$ cat src/sv/cdg_pkg.sv
// ----------------------------------------------------------------------------
// cdg_pkg: click / drag gesture recognizer shared definitions
// Request and result layouts, command and gesture codes, register indexes,
// configuration and state bundles.
// ----------------------------------------------------------------------------
`default_nettype none

package cdg_pkg;

	// coordinate and register widths
	localparam int CoordBits  = 12;
	localparam int ThreshBits = 25;
	localparam int TicksBits  = 16;
	localparam int DistBits   = (2 * CoordBits + 1 > ThreshBits) ?
		2 * CoordBits + 1 : ThreshBits;
	localparam int CfgDataBits = ThreshBits;
	localparam int CfgIdxBits  = 1;

	// register reset values
	localparam logic [ThreshBits-1:0] THRESH_RESET = ThreshBits'(25);
	localparam logic [TicksBits-1:0]  TICKS_RESET  = TicksBits'(1000);

	// register indexes
	localparam logic [CfgIdxBits-1:0] REG_DRAG_THRESHOLD_SQ = 1'b0;
	localparam logic [CfgIdxBits-1:0] REG_AUTO_DRAG_TICKS   = 1'b1;

	// request commands
	localparam logic [2:0] CMD_BUTTON_DOWN = 3'd0;
	localparam logic [2:0] CMD_BUTTON_UP   = 3'd1;
	localparam logic [2:0] CMD_LOCK        = 3'd2;
	localparam logic [2:0] CMD_UNLOCK      = 3'd3;
	localparam logic [2:0] CMD_MOVE        = 3'd4;
	localparam logic [2:0] CMD_TICK        = 3'd5;

	// reported gestures
	localparam logic [2:0] GEST_NONE       = 3'd0;
	localparam logic [2:0] GEST_CLICK      = 3'd1;
	localparam logic [2:0] GEST_DRAG_START = 3'd2;
	localparam logic [2:0] GEST_DRAG       = 3'd3;
	localparam logic [2:0] GEST_DRAG_END   = 3'd4;

	typedef struct packed {
		logic [2:0]           command;
		logic [CoordBits-1:0] pos_x;
		logic [CoordBits-1:0] pos_y;
		logic                 left_held;
	} evt_t;

	typedef struct packed {
		logic [2:0]           gesture;
		logic [CoordBits-1:0] out_x;
		logic [CoordBits-1:0] out_y;
		logic                 button_flag;
	} res_t;

	typedef struct packed {
		logic [ThreshBits-1:0] drag_threshold_sq;
		logic [TicksBits-1:0]  auto_drag_ticks;
	} cfg_t;

	typedef struct packed {
		logic [CoordBits-1:0] origin_x;
		logic [CoordBits-1:0] origin_y;
		logic                 pressed;
		logic                 dragging;
		logic                 locked;
		logic                 countdown_armed;
		logic [TicksBits-1:0] countdown;
	} state_t;

endpackage

`default_nettype wire

$ cat src/sv/cdg_cfg.sv
// ----------------------------------------------------------------------------
// cdg_cfg: configuration registers
// Drag threshold and auto-drag tick count, written through a plain write port.
// ----------------------------------------------------------------------------
`default_nettype none

module cdg_cfg (
	input  wire logic                            clk,
	input  wire logic                            arst_n,
	input  wire logic                            cfg_we,
	input  wire logic [cdg_pkg::CfgIdxBits-1:0]  cfg_index,
	input  wire logic [cdg_pkg::CfgDataBits-1:0] cfg_data,
	output cdg_pkg::cfg_t                        cfg
);

	cdg_pkg::cfg_t cfg_q;

	// register writes
	always_ff @(posedge clk or negedge arst_n) begin
		if (!arst_n) begin
			cfg_q.drag_threshold_sq <= cdg_pkg::THRESH_RESET;
			cfg_q.auto_drag_ticks   <= cdg_pkg::TICKS_RESET;
		end else if (cfg_we) begin
			if (cfg_index == cdg_pkg::REG_DRAG_THRESHOLD_SQ) begin
				cfg_q.drag_threshold_sq <= cfg_data[cdg_pkg::ThreshBits-1:0];
			end
			if (cfg_index == cdg_pkg::REG_AUTO_DRAG_TICKS) begin
				cfg_q.auto_drag_ticks <= cfg_data[cdg_pkg::TicksBits-1:0];
			end
		end
	end

	assign cfg = cfg_q;

endmodule

`default_nettype wire

$ cat src/sv/cdg_step.sv
// ----------------------------------------------------------------------------
// cdg_step: gesture decision logic
// From the current state, the registers and one request, forms the next state
// and the one result the request causes.
// ----------------------------------------------------------------------------
`default_nettype none

module cdg_step (
	input  wire cdg_pkg::state_t st,
	input  wire cdg_pkg::cfg_t   cfg,
	input  wire cdg_pkg::evt_t   evt,
	output cdg_pkg::state_t      st_nxt,
	output cdg_pkg::res_t        res
);

	logic [cdg_pkg::CoordBits-1:0]   adx;
	logic [cdg_pkg::CoordBits-1:0]   ady;
	logic [2*cdg_pkg::CoordBits-1:0] sq_x;
	logic [2*cdg_pkg::CoordBits-1:0] sq_y;
	logic [cdg_pkg::DistBits-1:0]    dist_sq;
	logic                            far;

	// squared distance from the stored origin
	always_comb begin
		adx  = (evt.pos_x >= st.origin_x) ? evt.pos_x - st.origin_x
			: st.origin_x - evt.pos_x;
		ady  = (evt.pos_y >= st.origin_y) ? evt.pos_y - st.origin_y
			: st.origin_y - evt.pos_y;
		sq_x = adx * adx;
		sq_y = ady * ady;
		dist_sq = cdg_pkg::DistBits'(sq_x) + cdg_pkg::DistBits'(sq_y);
		far  = dist_sq > cdg_pkg::DistBits'(cfg.drag_threshold_sq);
	end

	// per-command state update and result
	always_comb begin
		st_nxt          = st;
		res.gesture     = cdg_pkg::GEST_NONE;
		res.out_x       = '0;
		res.out_y       = '0;
		res.button_flag = 1'b0;
		case (evt.command)
			cdg_pkg::CMD_BUTTON_DOWN: begin
				st_nxt.origin_x        = evt.pos_x;
				st_nxt.origin_y        = evt.pos_y;
				st_nxt.dragging        = 1'b0;
				st_nxt.pressed         = 1'b1;
				st_nxt.countdown       = cfg.auto_drag_ticks;
				st_nxt.countdown_armed = 1'b1;
			end
			cdg_pkg::CMD_BUTTON_UP: begin
				st_nxt.countdown_armed = 1'b0;
				st_nxt.dragging        = 1'b0;
				st_nxt.pressed         = 1'b0;
				if (st.dragging) begin
					res.gesture = cdg_pkg::GEST_DRAG_END;
					res.out_x   = evt.pos_x;
					res.out_y   = evt.pos_y;
				end else if (st.pressed) begin
					res.gesture = cdg_pkg::GEST_CLICK;
					res.out_x   = st.origin_x;
					res.out_y   = st.origin_y;
				end
			end
			cdg_pkg::CMD_LOCK: begin
				st_nxt.locked = 1'b1;
			end
			cdg_pkg::CMD_UNLOCK: begin
				st_nxt.dragging = 1'b0;
				st_nxt.locked   = 1'b0;
				res.gesture     = cdg_pkg::GEST_DRAG_END;
				res.out_x       = evt.pos_x;
				res.out_y       = evt.pos_y;
			end
			cdg_pkg::CMD_MOVE: begin
				if (st.locked || evt.left_held) begin
					if (st.dragging) begin
						res.gesture     = cdg_pkg::GEST_DRAG;
						res.out_x       = evt.pos_x;
						res.out_y       = evt.pos_y;
						res.button_flag = 1'b1;
					end else if (st.locked) begin
						// locked: origin jumps to the pointer and the drag starts
						st_nxt.origin_x        = evt.pos_x;
						st_nxt.origin_y        = evt.pos_y;
						st_nxt.countdown_armed = 1'b0;
						st_nxt.dragging        = 1'b1;
						res.gesture            = cdg_pkg::GEST_DRAG_START;
						res.out_x              = evt.pos_x;
						res.out_y              = evt.pos_y;
						res.button_flag        = 1'b1;
					end else if (far) begin
						st_nxt.countdown_armed = 1'b0;
						st_nxt.dragging        = 1'b1;
						res.gesture            = cdg_pkg::GEST_DRAG_START;
						res.out_x              = st.origin_x;
						res.out_y              = st.origin_y;
						res.button_flag        = 1'b1;
					end
				end
			end
			cdg_pkg::CMD_TICK: begin
				if (st.countdown_armed) begin
					if (st.countdown <= cdg_pkg::TicksBits'(1)) begin
						// countdown expired
						st_nxt.countdown       = '0;
						st_nxt.countdown_armed = 1'b0;
						st_nxt.dragging        = st.pressed;
						if (st.pressed) begin
							res.gesture     = cdg_pkg::GEST_DRAG_START;
							res.out_x       = st.origin_x;
							res.out_y       = st.origin_y;
							res.button_flag = 1'b1;
						end
					end else begin
						st_nxt.countdown = st.countdown - cdg_pkg::TicksBits'(1);
					end
				end
			end
			default: begin
			end
		endcase
	end

endmodule

`default_nettype wire

$ cat src/sv/click_drag_gesture_recognizer_unit.sv
// ----------------------------------------------------------------------------
// click_drag_gesture_recognizer_unit: pointer click / drag detector
// Turns pointer requests (button, lock, move, tick) into click and drag
// gestures, one result per request.
// ----------------------------------------------------------------------------
//   channel  direction  handshake              payload
//   evt      in         evt_valid / evt_stall  cdg_pkg::evt_t
//   res      out        res_valid / res_stall  cdg_pkg::res_t
//   cfg      in         cfg_we                 cfg_index, cfg_data
//
// A request is registered, then decided combinationally into the result register;
// one request per cycle is sustained while the result is not stalled.
// The gesture state advances when a request moves into the result register.
// A stalled result holds; the input register still takes one more request.
// Reset clears state, valids and registers to their reset values.
// ----------------------------------------------------------------------------
`default_nettype none

module click_drag_gesture_recognizer_unit (
	input  wire logic                            clk,
	input  wire logic                            arst_n,
	input  wire logic                            evt_valid,
	output logic                                 evt_stall,
	input  wire cdg_pkg::evt_t                   evt,
	output logic                                 res_valid,
	input  wire logic                            res_stall,
	output cdg_pkg::res_t                        res,
	input  wire logic                            cfg_we,
	input  wire logic [cdg_pkg::CfgIdxBits-1:0]  cfg_index,
	input  wire logic [cdg_pkg::CfgDataBits-1:0] cfg_data
);

	cdg_pkg::cfg_t   cfg;
	cdg_pkg::state_t state_q;
	cdg_pkg::state_t state_nxt;
	cdg_pkg::evt_t   evt_s1;
	cdg_pkg::res_t   res_nxt;
	cdg_pkg::res_t   res_q;
	logic            valid_s1;
	logic            res_valid_q;
	logic            advance;
	logic            accept;

	cdg_cfg u_cfg (
		.clk       (clk),
		.arst_n    (arst_n),
		.cfg_we    (cfg_we),
		.cfg_index (cfg_index),
		.cfg_data  (cfg_data),
		.cfg       (cfg)
	);

	cdg_step u_step (
		.st     (state_q),
		.cfg    (cfg),
		.evt    (evt_s1),
		.st_nxt (state_nxt),
		.res    (res_nxt)
	);

	// handshake
	assign advance   = valid_s1 && (!res_valid_q || !res_stall);
	assign evt_stall = valid_s1 && !advance;
	assign accept    = evt_valid && !evt_stall;

	// valids and gesture state
	always_ff @(posedge clk or negedge arst_n) begin
		if (!arst_n) begin
			valid_s1    <= 1'b0;
			res_valid_q <= 1'b0;
			state_q     <= '0;
		end else begin
			if (accept) begin
				valid_s1 <= 1'b1;
			end else if (advance) begin
				valid_s1 <= 1'b0;
			end
			if (advance) begin
				res_valid_q <= 1'b1;
				state_q     <= state_nxt;
			end else if (!res_stall) begin
				res_valid_q <= 1'b0;
			end
		end
	end

	// payload registers
	always_ff @(posedge clk) begin
		if (accept) begin
			evt_s1 <= evt;
		end
		if (advance) begin
			res_q <= res_nxt;
		end
	end

	assign res_valid = res_valid_q;
	assign res       = res_q;

endmodule

`default_nettype wire

$ cat config.mk
export PLATFORM = sky130hd
export DESIGN_NAME = click_drag_gesture_recognizer_unit
export DESIGN_NICKNAME = d
export VERILOG_FILES = /design/src/sv/cdg_pkg.sv /design/src/sv/cdg_cfg.sv /design/src/sv/cdg_step.sv /design/src/sv/click_drag_gesture_recognizer_unit.sv
export SDC_FILE = /design/constraint.sdc
export NUM_CORES = 1
export LEC_CHECK = 0
export BUFFER_PORTS_ARGS = -buffer_cell sky130_fd_sc_hd__buf_2
export CELL_PAD_IN_SITES_DETAIL_PLACEMENT = 0
export CELL_PAD_IN_SITES_GLOBAL_PLACEMENT = 2
export CORE_MARGIN = 1
export CORE_UTILIZATION = 45
export CTS_CLUSTER_DIAMETER = 100
export DETAILED_ROUTE_END_ITERATION = 10
export GPL_TIMING_DRIVEN = 0
export PLACE_DENSITY_LB_ADDON = 0.1
export SLEW_MARGIN = 10
export SYNTH_ARGS = -nofsm -noshare
export SYNTH_HDL_FRONTEND = slang
export SYNTH_HIERARCHICAL = 1
export SYNTH_SLANG_ARGS = --single-unit
$ cat constraint.sdc
create_clock -name clk -period 27.9 [get_ports clk]
set_input_delay 2.79 -clock clk [delete_from_list [all_inputs] [get_ports clk]]
set_output_delay 2.79 -clock clk [all_outputs]
set_load 0.05 [all_outputs]
After elaboration in Yosys (flattened, before gate mapping). Cells that the tools add are included.

Register bits: 143. Input port bits: 59. Output and inout bits: 30. Logic and storage cells: 109.

Add/sub/neg operators: 6. Multipliers: 2. Magnitude comparators: 4. Eq/ne operators: 12. Muxes and demuxes: 39. Bitwise gates (word level): 1. Reductions and logical operators: 26.

Operators by type and width (count): $mux W28 (4); $mux W27 (4); $pmux W27 S4 (1); $mux W24 (3); $mul A12 B12 Y24 (2); $pmux W24 S2 (1); $sub A12 B12 Y12 (4); $pmux W16 S2 (1); $add A24 B24 Y25 (1); $gt A25 B25 Y1 (1); $mux W25 (1); $ge A12 B12 Y1 (2); $mux W12 (2); $mux W17 (1); $le A16 B1 Y1 const B (1); $mux W16 (1); $sub A16 B1 Y16 const B (1); $mux W1 (15); $reduce_and A5 Y1 (3); $reduce_bool A2 Y1 (5); $reduce_and A2 Y1 (4); $eq A3 B2 Y1 const B (2); $eq A3 B3 Y1 const B (2); $ne A2 B1 Y1 const B (3); other kinds (15) (25).

Logic depth before layout (Yosys ltp). Gate-level depths: netlist of run 1.

Depth after elaboration: 10. Gate-level depth with buffers: 46. Depth with buffers taken out: 45.

Hierarchy. The synthesis of run 1 kept the hierarchy.

Modules (own cells, without submodules): cdg_step (instances 1, cells each 1595, area an instance 12683.4 µm², sequential area each 0.0 µm²); click_drag_gesture_recognizer_unit (instances 1, cells each 157, area an instance 3607.2 µm², sequential area each 2832.7 µm²); cdg_cfg (instances 1, cells each 88, area an instance 1639.1 µm², sequential area each 1037.2 µm²).

Least setup slack after synthesis of run 1. No wires, ideal clock.

Kind: register to register. Start: reg evt_s1[13] (netlist bit). End: reg res_q (netlist bit res[14]) (data pin). Setup time: 0.162 ns. Arrival time: 10.248 ns. Data required time: 27.738 ns. Path slack: 17.490 ns. Stages on the path, launching flop included: 45. Path buffers: 2. Period minus slack after synthesis: 10.410 ns. Path through: edfxtp_1 > inv_1 > ha_1 > inv_1 > fa_1 > a21o_1 > a211oi_1 > o21a_1 > o21ai_1 > nand2_1 > mux2i_1 > xor2_1 > buf_2 > or2_2 > fa_1 > inv_1 > fa_1 > inv_1 > [9 not listed] > a21o_1 > a21oi_1 > nor2_1 > a211oi_1 > a21boi_0 > o31ai_1 > nor2b_1 > a211o_1 > ha_1 > nand4_1 > or2_2 > nor3_1 > o21a_1 > o31ai_1 > a211o_1 > o32a_4 > buf_6 > o221ai_2.

RTL lines: start: declaration (line click_drag_gesture_recognizer_unit.sv:36) `cdg_pkg::evt_t evt_s1;`; start signal: assignment (line click_drag_gesture_recognizer_unit.sv:90) `evt_s1 <= evt;`; end signal: assignment (line click_drag_gesture_recognizer_unit.sv:93) `res_q <= res_nxt;`; end: declaration (line click_drag_gesture_recognizer_unit.sv:38) `cdg_pkg::res_t res_q;`.

==> metrics, run 1 <==
GRT Total Usage 23.4%; Skew-Pair Late Insertion Delay 0.45 ns; CTS Buf Count 17; DP Worst Slack 15.42 ns; die width 202 um; Setup TNS 0 ns; Max clock buf depth 2; CTS tree built; fill cell count 3715; routed vias 12900; Total Nets Final 2390; starting density of the core 46.0%; fmax 0.0803 GHz; Routed WL 45.2 mm; CP dominant cell by count fa_1; register bit total from synthesis 143; Top Ports 89; CTS resizes 0; Die Y-Extent 202 um; Top delay family on crit path adder cells; Seq/Total Area, Yosys 21.6%; Post-Route Skew 0.0153 ns; layout cell share with drive strength beyond 1 16.3%; Hold WC Path Type flip-flop to flip-flop; outcome finished, final reports clean; Congestion Overflow GR 0; Post-DP HPWL 37.6 mm; CTS root buffer clkbuf_16; Antenna Cells 0; Yosys warning total 6; max-slew violation count 0; area share of and/or/nand/nor cells after synthesis 11.8%; first-pass iteration count of the detailed router 6; Synth Net Count 2282; Post-route DRC 0; Main synth FF type dfrtp_1; Worst Tran Pin Value 0.996 ns; Crit-path slowest cell xor2_1; final setup vio count 0; Post-synth EDFFs 56; CP Depth 40; total clock sinks 143; initial antenna violation count 0; H-tree depth 4; CP max FO 10; Rows 72; CP Buf/Inv Count 9; CP required 28.05 ns; Area Overhead vs Synth 9.30%; Yosys top cell area share 22.7%; post-synthesis xor/xnor area fraction 2.25%; Antenna Violating Nets Remaining 0; final worst slack 15.44 ns; postcts setup bufs 0; Synth Area per Inst 9.74 um^2; Final Hold Fails 0; hold path cells 1; Critical Path Sink Type flip-flop; Setup crit start kind flip-flop; kind of critical path flip-flop to flip-flop; Vias per Instance 5.19; Area contributors post-synth fa_1, ha_1, dfrtp_1, edfxtp_1, inv_1; Die Area 40600 um^2; vias in the first global route 13600; unrepaired setup endpoints after global routing no; ys async rst share 60.8%; reg2reg path depth 40; Cell Area, Synth 17900 um^2; largest net degree at the start of global routing 54; post-synth top area cell fa_1; RD Place Congestion 0.841; cells after synthesis 1840; crit path time final 12.46 ns; routed length per placed instance 18.2 um; largest family of logic cells by synthesized area adder cells; Worst EP arrival 12.61 ns; clk slew on worst S/H paths 0.06 ns; Largest stage delay, worst path 0.74 ns; Slew HR 33.1%; compound-gate portion of the synthesized area 12.3%; Adder-Cell Fraction of Synth Area 35.2%; total of max-cap violations 0; first-pass GRT wire length 73.8 mm; Final period util 44.6%; core area 39000 um^2; DRT iter0 DRCs 673; CTS Hold Bufs 0; post-synthesis mux area share 7.43%; PortBufs 88; Unique masters post-synth 81
[state kept, by name, summed over array words and instances, names as in the netlist]
signal	flops
evt_s1	28
res	28
res_valid	1
state_q	44
u_cfg/cfg	41
valid_s1	1
[final timing paths]
kind | from | end | slack, ns
worst min register to register | valid_s1$_DFFE_PN0P_ | res_valid$_DFFE_PN0P_ | 0.49
min in group asynchronous | arst_n | state_q[11]$_DFFE_PN0P_ | 2.31
worst min-delay path | valid_s1$_DFFE_PN0P_ | res_valid$_DFFE_PN0P_ | 0.49
worst max register to register | evt_s1[4]$_DFFE_PP_ | res[10]$_DFFE_PP_ | 15.44
worst max-delay path | evt_s1[4]$_DFFE_PP_ | res[10]$_DFFE_PP_ | 15.44
max in group asynchronous | arst_n | u_cfg/cfg[16]$_DFFE_PN1P_ | 24.88
[stage by stage]
step | area, um^2 | instances | util (%) | hold slack, ns
after floorplan | 17900 | 1840 | - | 0.447
after global placement | 19000 | 2446 | 48.8 | 0.464
after detailed placement | 19000 | 2447 | 48.8 | 0.474
after CTS | 19600 | 2479 | 50.2 | 0.488
after global routing | 19600 | 2479 | 50.2 | 0.510
final | 19600 | 2479 | 50.2 | 0.490
[cell usage in the layout (no fill, tap or decap), types with 23 or more instances in the layout]
master,netlist,routed
a21o_1,29,29
a21oi_1,53,53
buf_2,19,106
dfrtp_1,78,78
edfxtp_1,56,56
fa_1,203,203
ha_1,180,180
inv_1,346,346
mux2_2,28,28
mux2_4,59,59
nand2_1,150,150
nand2b_1,31,31
nor2_1,159,159
nor3_1,23,23
o21ai_0,80,80
[cell usage after synthesis, types with 12 or more instances]
library cell,instances
a21o_1,29
a21oi_1,53
buf_2,19
clkbuf_1,20
dfrtp_1,78
edfxtp_1,56
fa_1,203
ha_1,180
inv_1,346
mux2_2,28
mux2_4,59
mux2i_1,12
nand2_1,150
nand2b_1,31
nand3_1,16
nand4_1,13
nor2_1,159
nor2b_1,13
nor3_1,23
o21a_1,17
o21ai_0,80
o221ai_2,19
or2_2,17
xnor2_1,19
xor2_1,14
[kinds of logic (layout without fill, tap and decap cells)]
logic type	count (synthesis)	after routing
buffers and inverters	411	532
XOR/XNOR	40	40
flip-flops	143	143
AND/OR/NAND/NOR	460	460
multiplexers	100	100
adder cells (fa/ha/maj)	383	383
AO/OA/AOI/OAI	303	303
[cell type report]
| type | instances | area [um^2] | area share [%] |
|---|---|---|---|
| Multi-Input combinational cell | 1286 | 12400 | 63.1 |
| Sequential cell | 143 | 3870 | 19.7 |
| Inverter | 355 | 1330 | 6.80 |
| Tap cell | 518 | 648 | 3.31 |
| Timing Repair Buffer | 89 | 470 | 2.40 |
| Clock buffer | 20 | 447 | 2.28 |
| Buffer | 56 | 370 | 1.89 |
| Clock inverter | 12 | 100 | 0.511 |
[layer usage]
layer	wire length (um)	track usage [%]	vias up
met5	0	0	-
met4	1050	6.66	0
met3	1280	2.83	49
met2	21300	38.3	211
met1	21700	32.5	6336
li1	-	-	6261
Power of run 1 is left out: the tool's default activity adds up to more than one toggle a clock period on the data nets, which glitch-free logic cannot reach.
==> run 2, diff against run 1 <==
Settings changed: CORE_UTILIZATION 45 to 38.
Clock period 27.9 ns to 11.2 ns, I/O delays scaled along.
==> run 2 against run 1 <==
Effect of this change: design area rose by 7.6%; register-to-register slack got worse by 15 ns; die area rose by 18%; setup slack got worse by 15 ns; sequential cell count did not move; via count rose by 3.7%; count of clock-buffer cells in the layout fell by 1; routed wire length rose by 9.2%; clock skew barely moved; sequential share of layout area fell by 1.4 points; fmax rose by 16%; first-iteration DRC count rose by 22%; highest routed layer unchanged.
==> metrics, run 2 (same netlist as run 1, synthesis figures left out) <==
outcome finished, final reports clean; Crit-path slowest cell fa_1; Congestion Overflow GR 0 (unchanged); Total Nets Final 2461 (+3.0%); Routed WL 49.4 mm (+9.2%); routed length per placed instance 18.7 um (+2.6%); total of max-cap violations 0 (unchanged); Final Hold Fails 0 (unchanged); core area 46600 um^2 (+19%); CP dominant cell by count inv_1; routed vias 13300 (+3.7%); Die Y-Extent 219 um (+8.7%); CP required 11.48 ns (-16.57 ns); largest net degree at the start of global routing 55 (+1.9%); Worst Tran Pin Value 1.20 ns (+0.204 ns); met3 global-route usage 2.52% (-0.31 points); Top Ports 89 (unchanged); max FFs per register 44 (unchanged); Die Area 48100 um^2 (+18%); Worst EP arrival 11.05 ns (-1.56 ns); CTS root buffer clkbuf_16; Critical Path Sink Type flip-flop; Rows 79 (+9.7%); RD Place Congestion 0.842 (about the same); fmax 0.0929 GHz (+16%); first-pass GRT wire length 76.9 mm (+4.2%); vias in the first global route 13400 (-0.99%); clk slew on worst S/H paths 0.07 ns (about the same); starting density of the core 38.5% (-7.5 points); Max clock buf depth 2 (unchanged); Final period util 96.1% (+51 points); Hold WC Path Type flip-flop to flip-flop; GRT Total Usage 21.2% (-2.2 points); commonest cells after routing, fill and taps aside inv_1, fa_1, ha_1, nor2_1, nand2_1; total clock sinks 143 (unchanged); Post-route DRC 0 (unchanged); initial antenna violation count 1 (+1); Slew HR 19.4% (-14 points); crit path time final 10.77 ns (-1.69 ns); Setup TNS 0 ns (unchanged); PortBufs 88 (unchanged); CTS Hold Bufs 0 (unchanged); GRT met1 Usage 30.2% (-2.3 points); Antenna Cells 0 (unchanged); Antenna Violating Nets Remaining 0 (unchanged); kind of critical path flip-flop to flip-flop; max-slew violation count 0 (unchanged); Post-Route Skew 0.0153 ns (+0.00000150 ns); DRT iter0 DRCs 824 (+22%); most common cell after layout, fill and taps aside inv_1; die width 219 um (+8.7%); Largest Register state_q; M2 GR Usage 34.6% (-3.7 points); Skew-Pair Late Insertion Delay 0.46 ns (about the same); Vias per Instance 5.05 (-2.5%); CP max FO 10 (unchanged); Area Overhead vs Synth 17.6%; Largest stage delay, worst path 0.58 ns (-0.16 ns); CTS tree built; layout cell share with drive strength beyond 1 23.4% (+7.1 points); final setup vio count 0 (unchanged); first-pass iteration count of the detailed router 5 (-1); H-tree depth 4 (unchanged); GRT Max-Usage Layer met2; CTS Buf Count 17 (unchanged); Setup crit start kind flip-flop; Post-DP HPWL 39.7 mm (+5.4%)
## run 2: changes by cell type in the layout (fill, tap and decap cells not counted), moves of 6 or more
cell	delta
a21oi_1	-12
a21oi_2	+8
buf_2	-13
buf_4	+74
clkbuf_4	+9
ha_1	-9
ha_4	+6
mux2i_1	-6
xnor2_4	+6
## run 2: metrics by stage
stage,hold WS (ns),worst slack (ns),instances,area (um^2),utilization (%)
floorplan,0.447,0.790,1840,17900,-
global placement,0.459,-1.54,2535,19100,41.1
detailed placement,0.473,-1.51,2536,19200,41.2
CTS,0.488,0.0127,2594,20300,43.6
global route,0.516,-0.0474,2639,21100,45.3
finish,0.484,0.433,2639,21100,45.3
## run 2: layout make-up
| type | count | area, um^2 |
|---|---|---|
| sequential | 143 | 3870 |
| buffer | 55 | 447 |
| tap | 607 | 759 |
| fill | 4538 | 25500 |
| clock buffer | 19 | 464 |
| multi-input combinational | 1286 | 13000 |
| inverter | 355 | 1350 |
| timing repair buffer | 161 | 1050 |
| clock inverter | 13 | 116 |
## run 2: routing by layer
layer  wire, um  up-vias
met5          0        -
met4        445        0
met3       1170       35
met2      23800      183
met1      23900     6710
li1           -     6411
## run 2: worst paths after layout
| path | end | cells after the start | from | slack (ns) |
|---|---|---|---|---|
| worst max register to register | res[7]$_DFFE_PP_ | 44 | evt_s1[6]$_DFFE_PP_ | 0.43 |
| worst min register to register | res_valid$_DFFE_PN0P_ | 1 | valid_s1$_DFFE_PN0P_ | 0.48 |
| worst max-delay path | res[7]$_DFFE_PP_ | 44 | evt_s1[6]$_DFFE_PP_ | 0.43 |
| max in group asynchronous | u_cfg/cfg[19]$_DFFE_PN1P_ | 2 | arst_n | 9.85 |
| worst min-delay path | res_valid$_DFFE_PN0P_ | 1 | valid_s1$_DFFE_PN0P_ | 0.48 |
| min in group asynchronous | state_q[12]$_DFFE_PN0P_ | 1 | arst_n | 0.64 |
## run 2: worst max-delay path: cells and delay by family (launching register included)
kind | cells | cell delay (ns)
fa+ha+maj | 10 | 4.29
compound gates | 13 | 3.18
buf+inv | 12 | 1.33
simple gates | 6 | 0.90
flops | 1 | 0.43
xor+xnor | 2 | 0.26
mux | 1 | 0.23
## run 2: timing repair
action                     CTS  global route
cloned                       0             2
setup endpoints to repair   28            28
gates resized for setup     74            86
pin swaps                   15            42
setup buffers               26            44
Power of run 2 is left out for the same reason.
